<file path="src/design/ptrp_pkg.sv">
// ----------------------------------------------------------------------------
// ptrp_pkg: shared types and constants of the RGB PWM driver
// Opcodes, register indexes, level constants and the command passed from the
// front end to the back end.
// ----------------------------------------------------------------------------
`default_nettype none

package ptrp_pkg;

   // input opcodes
   localparam logic [1:0] OP_TICK      = 2'd0;
   localparam logic [1:0] OP_POTENTIAL = 2'd1;
   localparam logic [1:0] OP_WHITE     = 2'd2;

   // neuron modes
   localparam logic [1:0] MODE_IAF   = 2'd0;
   localparam logic [1:0] MODE_MOTOR = 2'd1;
   localparam logic [1:0] MODE_IZH   = 2'd2;

   // configuration register indexes
   localparam logic CSR_NEURON_MODE = 1'b0;
   localparam logic CSR_PWM_TOP     = 1'b1;

   localparam logic [7:0]  LEVEL_FULL       = 8'd24;
   localparam logic [7:0]  LEVEL_WHITE      = 8'd156;
   localparam logic [1:0]  NEURON_MODE_INIT = 2'd0;
   localparam logic [15:0] PWM_TOP_INIT     = 16'd200;

   typedef enum logic [1:0] {
      CMD_HOLD,
      CMD_TICK,
      CMD_SET
   } cmd_kind_type;

   typedef struct packed {
      cmd_kind_type kind;
      logic [7:0]   red;
      logic [7:0]   green;
      logic [7:0]   blue;
   } cmd_type;

endpackage

`default_nettype wire

</file>
<file path="src/design/ptrp_channels.sv">
// ----------------------------------------------------------------------------
// ptrp channels: valid/ready stream interfaces of the RGB PWM driver
// Request channel carries opcode and potential, response channel carries the
// pin levels and the current duty levels.
// ----------------------------------------------------------------------------
`default_nettype none

interface ptrp_req_if;
   logic               valid;
   logic               ready;
   logic [1:0]         opcode;
   logic signed [15:0] potential;

   modport source (output valid, output opcode, output potential, input ready);
   modport sink   (input valid, input opcode, input potential, output ready);
endinterface

interface ptrp_rsp_if;
   logic       valid;
   logic       ready;
   logic       red_pin;
   logic       green_pin;
   logic       blue_pin;
   logic [7:0] red_duty;
   logic [7:0] green_duty;
   logic [7:0] blue_duty;

   modport source (output valid, output red_pin, output green_pin, output blue_pin,
                   output red_duty, output green_duty, output blue_duty, input ready);
   modport sink   (input valid, input red_pin, input green_pin, input blue_pin,
                   input red_duty, input green_duty, input blue_duty, output ready);
endinterface

`default_nettype wire

</file>
<file path="src/design/ptrp_front.sv">
// ----------------------------------------------------------------------------
// ptrp_front: request decode and colour mapping
// Classify each request beat and turn potentials into target levels.
// ----------------------------------------------------------------------------
`default_nettype none

module ptrp_front (
   input  wire logic              [1:0] neuron_mode,
   ptrp_req_if.sink                     req,
   output ptrp_pkg::cmd_type            cmd,
   output logic                         cmd_valid,
   input  wire logic                    cmd_ready
);

   logic signed [15:0] p;
   logic [15:0]        neg;
   logic [6:0]         q;       // magnitude of a small negative potential
   logic [9:0]         pos;     // small positive potential
   logic [14:0]        m7;
   logic [13:0]        m10p;
   logic [13:0]        m10n;
   logic [21:0]        m24;
   logic [4:0]         d7;
   logic [3:0]         d10p;
   logic [3:0]         d10n;
   logic [5:0]         d24;
   logic [4:0]         q4;
   logic [4:0]         t;

   assign req.ready = cmd_ready;
   assign cmd_valid = req.valid;

   // constant divisions as reciprocal multiplies, exact over the used ranges
   always_comb begin
      p    = req.potential;
      neg  = 16'(-p);
      q    = neg[6:0];
      pos  = p[9:0];
      m7   = 15'(pos[6:0]) * 15'd147;
      m10p = 14'(pos[6:0]) * 14'd103;
      m10n = 14'(q) * 14'd103;
      m24  = 22'(pos) * 22'd2731;
      d7   = m7[14:10];
      d10p = m10p[13:10];
      d10n = m10n[13:10];
      d24  = m24[21:16];
      q4   = q[6:2];
   end

   always_comb begin
      cmd.kind  = ptrp_pkg::CMD_HOLD;
      cmd.red   = 8'd0;
      cmd.green = 8'd0;
      cmd.blue  = 8'd0;
      t         = 5'd0;
      unique case (req.opcode)
         ptrp_pkg::OP_TICK: begin
            cmd.kind = ptrp_pkg::CMD_TICK;
         end
         ptrp_pkg::OP_WHITE: begin
            cmd.kind  = ptrp_pkg::CMD_SET;
            cmd.red   = ptrp_pkg::LEVEL_WHITE;
            cmd.green = ptrp_pkg::LEVEL_WHITE;
            cmd.blue  = ptrp_pkg::LEVEL_WHITE;
         end
         ptrp_pkg::OP_POTENTIAL: begin
            cmd.kind = ptrp_pkg::CMD_SET;
            unique case (neuron_mode)
               ptrp_pkg::MODE_IAF: begin
                  if (p < -16'sd99) begin
                     cmd.red = ptrp_pkg::LEVEL_FULL;
                  end else if (p < 16'sd0) begin
                     t         = {1'b0, d10n};
                     cmd.red   = 8'd14 + 8'(t);
                     cmd.green = 8'd10 - 8'(t);
                  end else if (p == 16'sd0) begin
                     cmd.red   = 8'd14;
                     cmd.green = 8'd8;
                  end else if (p <= 16'sd99) begin
                     cmd.red   = 8'd14 - 8'(d7);
                     cmd.green = 8'd8 + 8'(d10p);
                  end else begin
                     cmd.green = 8'd18;
                  end
               end
               ptrp_pkg::MODE_MOTOR: begin
                  if (p < -16'sd100) begin
                     cmd.blue = ptrp_pkg::LEVEL_FULL;
                  end else if (p < 16'sd0) begin
                     // quarter minus one, floor at zero
                     t        = (q4 == 5'd0) ? 5'd0 : q4 - 5'd1;
                     cmd.red  = ptrp_pkg::LEVEL_FULL - 8'(t);
                     cmd.blue = ptrp_pkg::LEVEL_FULL;
                  end else if (p == 16'sd0) begin
                     cmd.red  = ptrp_pkg::LEVEL_FULL;
                     cmd.blue = ptrp_pkg::LEVEL_FULL;
                  end else if (p <= 16'sd99) begin
                     t        = pos[6:2];
                     cmd.red  = ptrp_pkg::LEVEL_FULL;
                     cmd.blue = ptrp_pkg::LEVEL_FULL - 8'(t);
                  end else begin
                     cmd.red = ptrp_pkg::LEVEL_FULL;
                  end
               end
               ptrp_pkg::MODE_IZH: begin
                  if (p < -16'sd100) begin
                     cmd.blue = ptrp_pkg::LEVEL_FULL;
                  end else if (p < 16'sd0) begin
                     t         = (q4 > 5'd24) ? 5'd24 : q4;
                     cmd.green = ptrp_pkg::LEVEL_FULL - 8'(t);
                     cmd.blue  = 8'(t);
                  end else if (p == 16'sd0) begin
                     cmd.red = ptrp_pkg::LEVEL_FULL;
                  end else if (p <= 16'sd600) begin
                     t         = (d24 > 6'd24) ? 5'd24 : d24[4:0];
                     cmd.red   = ptrp_pkg::LEVEL_FULL - 8'(t);
                     cmd.green = 8'(t);
                  end else begin
                     cmd.green = ptrp_pkg::LEVEL_FULL;
                  end
               end
               default: begin
                  cmd.kind = ptrp_pkg::CMD_HOLD;
               end
            endcase
         end
         default: begin
            cmd.kind = ptrp_pkg::CMD_HOLD;
         end
      endcase
   end

endmodule

`default_nettype wire

</file>
<file path="src/design/ptrp_queue.sv">
// ----------------------------------------------------------------------------
// ptrp_queue: two-entry command queue
// Decouple the front end from the back end so each side stalls on its own.
// ----------------------------------------------------------------------------
`default_nettype none

module ptrp_queue (
   input  wire logic              clock,
   input  wire logic              reset,
   input  wire logic              push_valid,
   output logic                   push_ready,
   input  ptrp_pkg::cmd_type      push_cmd,
   output logic                   pop_valid,
   input  wire logic              pop_ready,
   output ptrp_pkg::cmd_type      pop_cmd
);

   ptrp_pkg::cmd_type entry_ff [2];
   logic              wptr_ff;
   logic              wptr_in;
   logic              rptr_ff;
   logic              rptr_in;
   logic [1:0]        count_ff;
   logic [1:0]        count_in;
   logic              push;
   logic              pop;

   assign push_ready = (count_ff != 2'd2);
   assign pop_valid  = (count_ff != 2'd0);
   assign pop_cmd    = entry_ff[rptr_ff];
   assign push       = push_valid && push_ready;
   assign pop        = pop_valid && pop_ready;

   always_comb begin
      wptr_in  = push ? ~wptr_ff : wptr_ff;
      rptr_in  = pop ? ~rptr_ff : rptr_ff;
      count_in = count_ff + 2'(push) - 2'(pop);
   end

   always_ff @(posedge clock) begin
      if (reset) begin
         wptr_ff  <= 1'b0;
         rptr_ff  <= 1'b0;
         count_ff <= 2'd0;
      end else begin
         wptr_ff  <= wptr_in;
         rptr_ff  <= rptr_in;
         count_ff <= count_in;
      end
   end

   always_ff @(posedge clock) begin
      if (push) begin
         entry_ff[wptr_ff] <= push_cmd;
      end
   end

endmodule

`default_nettype wire

</file>
<file path="src/design/ptrp_back.sv">
// ----------------------------------------------------------------------------
// ptrp_back: PWM state and response register
// Apply commands to the levels, pins and tick counter; present the result.
// ----------------------------------------------------------------------------
`default_nettype none

module ptrp_back (
   input  wire logic              clock,
   input  wire logic              reset,
   input  wire logic       [15:0] pwm_top,
   input  wire logic              cmd_valid,
   output logic                   cmd_ready,
   input  ptrp_pkg::cmd_type      cmd,
   ptrp_rsp_if.source             rsp
);

   logic [7:0]  red_ff;
   logic [7:0]  red_in;
   logic [7:0]  green_ff;
   logic [7:0]  green_in;
   logic [7:0]  blue_ff;
   logic [7:0]  blue_in;
   logic [15:0] tick_ff;
   logic [15:0] tick_in;
   logic [2:0]  pins_ff;
   logic [2:0]  pins_in;
   logic        rsp_valid_ff;
   logic        rsp_valid_in;
   logic        fire;

   // state registers double as the response payload: a command is taken only
   // when the previous result has gone
   assign cmd_ready = !rsp_valid_ff || rsp.ready;
   assign fire      = cmd_valid && cmd_ready;

   assign rsp.valid      = rsp_valid_ff;
   assign rsp.red_pin    = pins_ff[0];
   assign rsp.green_pin  = pins_ff[1];
   assign rsp.blue_pin   = pins_ff[2];
   assign rsp.red_duty   = red_ff;
   assign rsp.green_duty = green_ff;
   assign rsp.blue_duty  = blue_ff;

   always_comb begin
      red_in       = red_ff;
      green_in     = green_ff;
      blue_in      = blue_ff;
      tick_in      = tick_ff;
      pins_in      = pins_ff;
      rsp_valid_in = rsp_valid_ff && !rsp.ready;
      if (fire) begin
         rsp_valid_in = 1'b1;
         case (cmd.kind)
            ptrp_pkg::CMD_TICK: begin
               pins_in[0] = (red_ff <= 8'(tick_ff) ) && (tick_ff[15:8] == 8'd0);
               pins_in[1] = (green_ff <= 8'(tick_ff)) && (tick_ff[15:8] == 8'd0);
               pins_in[2] = (blue_ff <= 8'(tick_ff) ) && (tick_ff[15:8] == 8'd0);
               if (tick_ff[15:8] != 8'd0) begin
                  pins_in = 3'b111;
               end
               tick_in = (tick_ff > pwm_top) ? 16'd0 : tick_ff + 16'd1;
            end
            ptrp_pkg::CMD_SET: begin
               red_in   = cmd.red;
               green_in = cmd.green;
               blue_in  = cmd.blue;
            end
            default: begin
            end
         endcase
      end
   end

   always_ff @(posedge clock) begin
      if (reset) begin
         red_ff       <= 8'd0;
         green_ff     <= 8'd0;
         blue_ff      <= 8'd0;
         tick_ff      <= 16'd0;
         pins_ff      <= 3'b111;
         rsp_valid_ff <= 1'b0;
      end else begin
         red_ff       <= red_in;
         green_ff     <= green_in;
         blue_ff      <= blue_in;
         tick_ff      <= tick_in;
         pins_ff      <= pins_in;
         rsp_valid_ff <= rsp_valid_in;
      end
   end

endmodule

`default_nettype wire

</file>
<file path="src/design/potential_to_rgb_pwm_top.sv">
// ----------------------------------------------------------------------------
// potential_to_rgb_pwm_top: three-channel PWM driver for an RGB LED
// Maps a neuron potential to colour levels and generates the PWM pin levels.
// ----------------------------------------------------------------------------
// Takes one request beat per clock and returns exactly one response beat per
// request, in order. A request is a tick (compare each level with the tick
// counter, drive the pin low while the level is above it, advance the
// counter), a potential (map to red/green/blue levels by the neuron mode) or
// white (all levels 156); opcode 3, and a potential under neuron mode 3,
// leave the state alone but still answer. The front end decodes and maps
// in the accept cycle and writes a two-entry command queue; the back end
// takes commands from the queue, applies one command per cycle when the
// response register is free and registers the response beat. Sustained
// rate is one beat per clock as long as the response side takes beats;
// when it stalls, the queue absorbs two more requests before req ready drops.
// Configuration (neuron_mode at index 0, pwm_top at index 1) is written
// through csr_we/csr_index/csr_wdata and must only change while no request
// is in flight. The pins power up high (LEDs off) and all levels at zero.
// ----------------------------------------------------------------------------
`default_nettype none

module potential_to_rgb_pwm_top (
   input  wire logic        clock,
   input  wire logic        reset,
   ptrp_req_if.sink         req_if,
   ptrp_rsp_if.source       rsp_if,
   input  wire logic        csr_we,
   input  wire logic        csr_index,
   input  wire logic [15:0] csr_wdata
);

   logic [1:0]        neuron_mode_ff;
   logic [1:0]        neuron_mode_in;
   logic [15:0]       pwm_top_ff;
   logic [15:0]       pwm_top_in;

   ptrp_pkg::cmd_type front_cmd;
   logic              front_valid;
   logic              front_ready;
   ptrp_pkg::cmd_type back_cmd;
   logic              back_valid;
   logic              back_ready;

   // register writes; only the low bits of the neuron mode write are kept
   always_comb begin
      neuron_mode_in = neuron_mode_ff;
      pwm_top_in     = pwm_top_ff;
      if (csr_we) begin
         case (csr_index)
            ptrp_pkg::CSR_NEURON_MODE: neuron_mode_in = csr_wdata[1:0];
            ptrp_pkg::CSR_PWM_TOP:     pwm_top_in     = csr_wdata;
            default: begin
            end
         endcase
      end
   end

   always_ff @(posedge clock) begin
      if (reset) begin
         neuron_mode_ff <= ptrp_pkg::NEURON_MODE_INIT;
         pwm_top_ff     <= ptrp_pkg::PWM_TOP_INIT;
      end else begin
         neuron_mode_ff <= neuron_mode_in;
         pwm_top_ff     <= pwm_top_in;
      end
   end

   // decode and map the request beat
   ptrp_front u_front (
      .neuron_mode (neuron_mode_ff),
      .req         (req_if),
      .cmd         (front_cmd),
      .cmd_valid   (front_valid),
      .cmd_ready   (front_ready)
   );

   // hold up to two commands between front and back
   ptrp_queue u_queue (
      .clock      (clock),
      .reset      (reset),
      .push_valid (front_valid),
      .push_ready (front_ready),
      .push_cmd   (front_cmd),
      .pop_valid  (back_valid),
      .pop_ready  (back_ready),
      .pop_cmd    (back_cmd)
   );

   // advance levels, pins and counter; drive the response beat
   ptrp_back u_back (
      .clock     (clock),
      .reset     (reset),
      .pwm_top   (pwm_top_ff),
      .cmd_valid (back_valid),
      .cmd_ready (back_ready),
      .cmd       (back_cmd),
      .rsp       (rsp_if)
   );

endmodule

`default_nettype wire

</file>
<file path="src/flat_wrapper.sv">
// flat-port wrapper written by rule: the top's interface ports become plain ports
module potential_to_rgb_pwm_top_flat 
  (clock, reset, csr_we, csr_index, csr_wdata, req_if_valid, req_if_opcode, req_if_potential, req_if_ready, rsp_if_valid, rsp_if_red_pin, rsp_if_green_pin, rsp_if_blue_pin, rsp_if_red_duty, rsp_if_green_duty, rsp_if_blue_duty, rsp_if_ready);
  ptrp_req_if req_if_i ();
  ptrp_rsp_if rsp_if_i ();
  input  wire logic clock;
  input  wire logic reset;
  input  wire logic csr_we;
  input  wire logic csr_index;
  input  wire logic [15:0] csr_wdata;
  input wire logic [$bits(req_if_i.valid)-1:0] req_if_valid;
  input wire logic [$bits(req_if_i.opcode)-1:0] req_if_opcode;
  input wire logic [$bits(req_if_i.potential)-1:0] req_if_potential;
  output wire logic [$bits(req_if_i.ready)-1:0] req_if_ready;
  output wire logic [$bits(rsp_if_i.valid)-1:0] rsp_if_valid;
  output wire logic [$bits(rsp_if_i.red_pin)-1:0] rsp_if_red_pin;
  output wire logic [$bits(rsp_if_i.green_pin)-1:0] rsp_if_green_pin;
  output wire logic [$bits(rsp_if_i.blue_pin)-1:0] rsp_if_blue_pin;
  output wire logic [$bits(rsp_if_i.red_duty)-1:0] rsp_if_red_duty;
  output wire logic [$bits(rsp_if_i.green_duty)-1:0] rsp_if_green_duty;
  output wire logic [$bits(rsp_if_i.blue_duty)-1:0] rsp_if_blue_duty;
  input wire logic [$bits(rsp_if_i.ready)-1:0] rsp_if_ready;
  assign req_if_i.valid = req_if_valid;
  assign req_if_i.opcode = req_if_opcode;
  assign req_if_i.potential = req_if_potential;
  assign req_if_ready = req_if_i.ready;
  assign rsp_if_valid = rsp_if_i.valid;
  assign rsp_if_red_pin = rsp_if_i.red_pin;
  assign rsp_if_green_pin = rsp_if_i.green_pin;
  assign rsp_if_blue_pin = rsp_if_i.blue_pin;
  assign rsp_if_red_duty = rsp_if_i.red_duty;
  assign rsp_if_green_duty = rsp_if_i.green_duty;
  assign rsp_if_blue_duty = rsp_if_i.blue_duty;
  assign rsp_if_i.ready = rsp_if_ready;
  potential_to_rgb_pwm_top u_core (.clock(clock), .reset(reset), .req_if(req_if_i), .rsp_if(rsp_if_i), .csr_we(csr_we), .csr_index(csr_index), .csr_wdata(csr_wdata));
endmodule
</file>
<file path="config.mk">
export PLATFORM = sky130hd
export DESIGN_NAME = potential_to_rgb_pwm_top_flat
export DESIGN_NICKNAME = d
export VERILOG_FILES = /design/src/design/ptrp_pkg.sv /design/src/design/ptrp_channels.sv /design/src/design/ptrp_front.sv /design/src/design/ptrp_queue.sv /design/src/design/ptrp_back.sv /design/src/design/potential_to_rgb_pwm_top.sv /design/src/flat_wrapper.sv
export SDC_FILE = /design/constraint.sdc
export NUM_CORES = 1
export LEC_CHECK = 0
export CAP_MARGIN = 25
export CORE_ASPECT_RATIO = 0.9
export CORE_UTILIZATION = 30
export DETAILED_ROUTE_END_ITERATION = 16
export DONT_BUFFER_PORTS = 1
export PLACE_DENSITY = 0.48
export REMOVE_ABC_BUFFERS = 1
export SLEW_MARGIN = 20
export SYNTH_ARGS = -nofsm -noshare
export SYNTH_HDL_FRONTEND = slang
export SYNTH_SLANG_ARGS = --single-unit
</file>
<file path="constraint.sdc">
create_clock -name clock -period 8.3 [get_ports clock]
set_input_delay 1.66 -clock clock [delete_from_list [all_inputs] [get_ports clock]]
set_output_delay 1.66 -clock clock [all_outputs]
set_load 0.01 [all_outputs]
</file>
==> metrics.csv <==
metric,value,unit
fillers,3890,
synthXorXnorAreaFrac,4.266,%
area_growth,7.329,%
min_period,6919,ps
yosysWarnings,0,
fin_area,12280,um^2
wl_per_cell,16.67,um
cp_cell_sequence,inv_1 > ha_1 > nand2_1 > xnor2_1 > ha_1 > ha_1 > inv_1 > fa_1 > fa_1 > inv_1 > ha_1 > a211oi_1 > nor2_1 > or4_4 > a31oi_1 > xnor2_1 > inv_1 > ha_1 > o21bai_1 > xnor2_1 > a221o_1 > a31oi_1,
first_pass_iters,4,
finalSetupViolCount,0,
grt_usage,15.04,%
place_ws,1007,ps
cts_setup_buffers,0,
crit_arrival,7100,ps
grt_max_degree,45,
final_cell_mix,"ha_1 (234), inv_1 (165), nand2_1 (94)",
num_vias,8475,
routabilityCongestion,0.8744,
synth_top_cell_by_area,ha_1,
maxSlewHeadroom,38.86,%
required,8490,ps
root_buffer,clkbuf_16,
synth_top_area_share,25.60,%
synthDistinctLibCells,91,
tns,0,ps
max_stage_delay,470,ps
io_buffer_count,0,
seq_area_frac_synth,23.28,%
clockBufferDepth,2,
finalMaxSlewViolations,0,
synthSimpleGateAreaFrac,14.85,%
grt_pass1_wl,46450,um
cts_made_buffers,9,
synth_ff_type,dfxtp_1,
antenna_found_initial,0,
cts_tree,done,
cts.sinks,110,
rsz0062_at_grt,false,
coreArea,37390,um^2
end_kind,register,
p_leak,0.005444,uW
crit_buf_inv,4,
io_pins,69,
cap_violations,0,
multi_input_area,8040,um^2
synth_cells,1236,
placement.cell_area,11980,um^2
cts_htree_levels,3,
clock_skew,8.230,ps
routed_wl,28590,um
layout_commonest_cell,ha_1,
start_util,30.59,%
synth_area_per_cell,9.254,um^2
die_h,187.2,um
final_hold_viol_count,0,
synth_seq_cells,110,
dp_hpwl,23720,um
power,2774,uW
clk_pin_slew,70,ps
start_kind,input port,
synthMuxAreaShare,2.297,%
regArea,2663,um^2
synth_fa_ha_area_share,33.82,%
die_area,38910,um^2
fin_ws,1381,ps
cts_resized,0,
status,finished clean,
synthTopCellsByArea,"ha_1 (26%), edfxtp_1 (12%), dfxtp_1 (11%)",
hp-class,register to register,
crit_family,adder cells,
post-route-period-util,83.36,%
drc,0,
timing.fmax,144.5,MHz
synth_top_family_by_area,adder cells,
crit_fanout,12,
cpMostUsedCell,ha_1,
ant_nets,0,
synth-compound-area-share,14.97,%
row_count,67,
cts_hold_buffers,0,
worst-setup-path-type,input port to register,
insertion_delay,350,ps
power_density,225.9,nW/um^2
synth_edf_count,46,
async_flop_share,0,%
viasPerCell,4.942,
grt_overflow_total,0,
drive_above_1_share,5.357,%
drt_iter0_drc,526,
n_antenna_cell,0,
grt_pass1_vias,8261,
irDropWorstVdd,0.1030,mV
nets,1548,
syn_area,11440,um^2
die_w,207.8,um
cp_slowest_cell,xnor2_1,
max_slew.worst_pin.slew,913.7,ps
==> kinds of logic after synthesis <==
group                    count (synthesis)
AND/OR/NAND/NOR                        332
adder cells (fa/ha/maj)                281
flip-flops                             110
AO/OA/AOI/OAI                          241
XOR/XNOR                                54
buffers and inverters                  192
multiplexers                            26
==> path summary, 6_finish.rpt <==
| kind | slack [ps] | cells past startpoint | to | start |
|---|---|---|---|---|
| worst min-delay path | 450 | 2 | u_core.pwm_top_ff[10] | u_core.pwm_top_ff[10] |
| worst max register to register | 5520 | 8 | u_core.u_back.tick_ff[15] | register |
| worst max-delay path | 1380 | 22 | u_core.u_queue.entry_ff[1][11] | req_if_potential[0] |
| worst min register to register | 450 | 2 | u_core.pwm_top_ff[10] | u_core.pwm_top_ff[10] |
==> flip-flops by register name (all words and copies together) (netlist names), named ones only <==
| signal | cells |
|---|---|
| u_core.u_back.rsp.valid | 1 |
| u_core.u_back.tick_ff | 16 |
| u_core.u_back.rsp.green_duty | 7 |
| u_core.u_back.rsp.blue_duty | 7 |
| u_core.u_queue.rptr_ff | 1 |
| u_core.u_queue.entry_ff | 46 |
| u_core.u_queue.count_ff | 2 |
| u_core.neuron_mode_ff | 2 |
| u_core.u_queue.wptr_ff | 1 |
| u_core.pwm_top_ff | 16 |
| u_core.u_back.rsp.red_duty | 7 |
| u_core.u_back.pins_ff | 3 |
==> cell usage after synthesis, drive strengths merged, types with 4 or more instances <==
library cell  instances
or2                  11
a31oi                10
nand3                29
nand3b                8
edfxtp               46
fa                   47
xnor2                34
nor2b                 8
a21o                 12
or3                   6
clkbuf               18
a41oi                 4
buf                   9
nand2b               11
nor3b                 7
and3                  6
a2111oi               4
nand4                21
dfxtp                64
o21ai                42
mux2i                24
ha                  234
a21oi                69
and4                  4
o21a                 11
a211oi               31
nor3                 18
o211ai               11
and2                 12
inv                 165
a22oi                 6
nor2                 81
xor2                 20
nand2                95
==> worst reg2reg max path, delay by kind of cell (launching register included) <==
family	cells	cell delay (ps)
and+or+nand+nor	5	1540
buffers and inverters	1	250
DFF	1	300
xor gates and xnor gates	1	150
AOI/OAI and AO/OA	1	400
==> power breakdown <==
part           switching [uW]  internal (uW)
Combinational             944            679
Clock                     201            237
Sequential               70.2            642
Total                    1210           1560
==> through the flow <==
step,util (%),hold WS [ps],cells
CTS,32.83,451.1,1715
floorplan,-,430.3,1209
global placement,32.03,438.6,1699
detailed placement,32.03,441.0,1699
finish,32.84,452.3,1715
global route,32.84,472.0,1715
==> routing by layer <==
| metal | vias up | GRT usage, % | wire (um) |
|---|---|---|---|
| met1 | 3986 | 21.64 | 14500 |
| met5 | - | 0 | 0 |
| met2 | 120 | 24.01 | 12870 |
| li1 | 4352 | - | - |
| met3 | 17 | 2.015 | 881 |
| met4 | 0 | 2.764 | 329 |
==> area by class of cell <==
class | instances | share of cell area [%]
clock buffer | 10 | 1.865
inverter | 165 | 5.045
clock inverter | 6 | 0.5605
timing repair buffer | 7 | 0.4280
tap | 483 | 4.923
multi-input combinational | 934 | 65.49
sequential | 110 | 21.69
No activity file was read; power rests on OpenSTA's default activity.
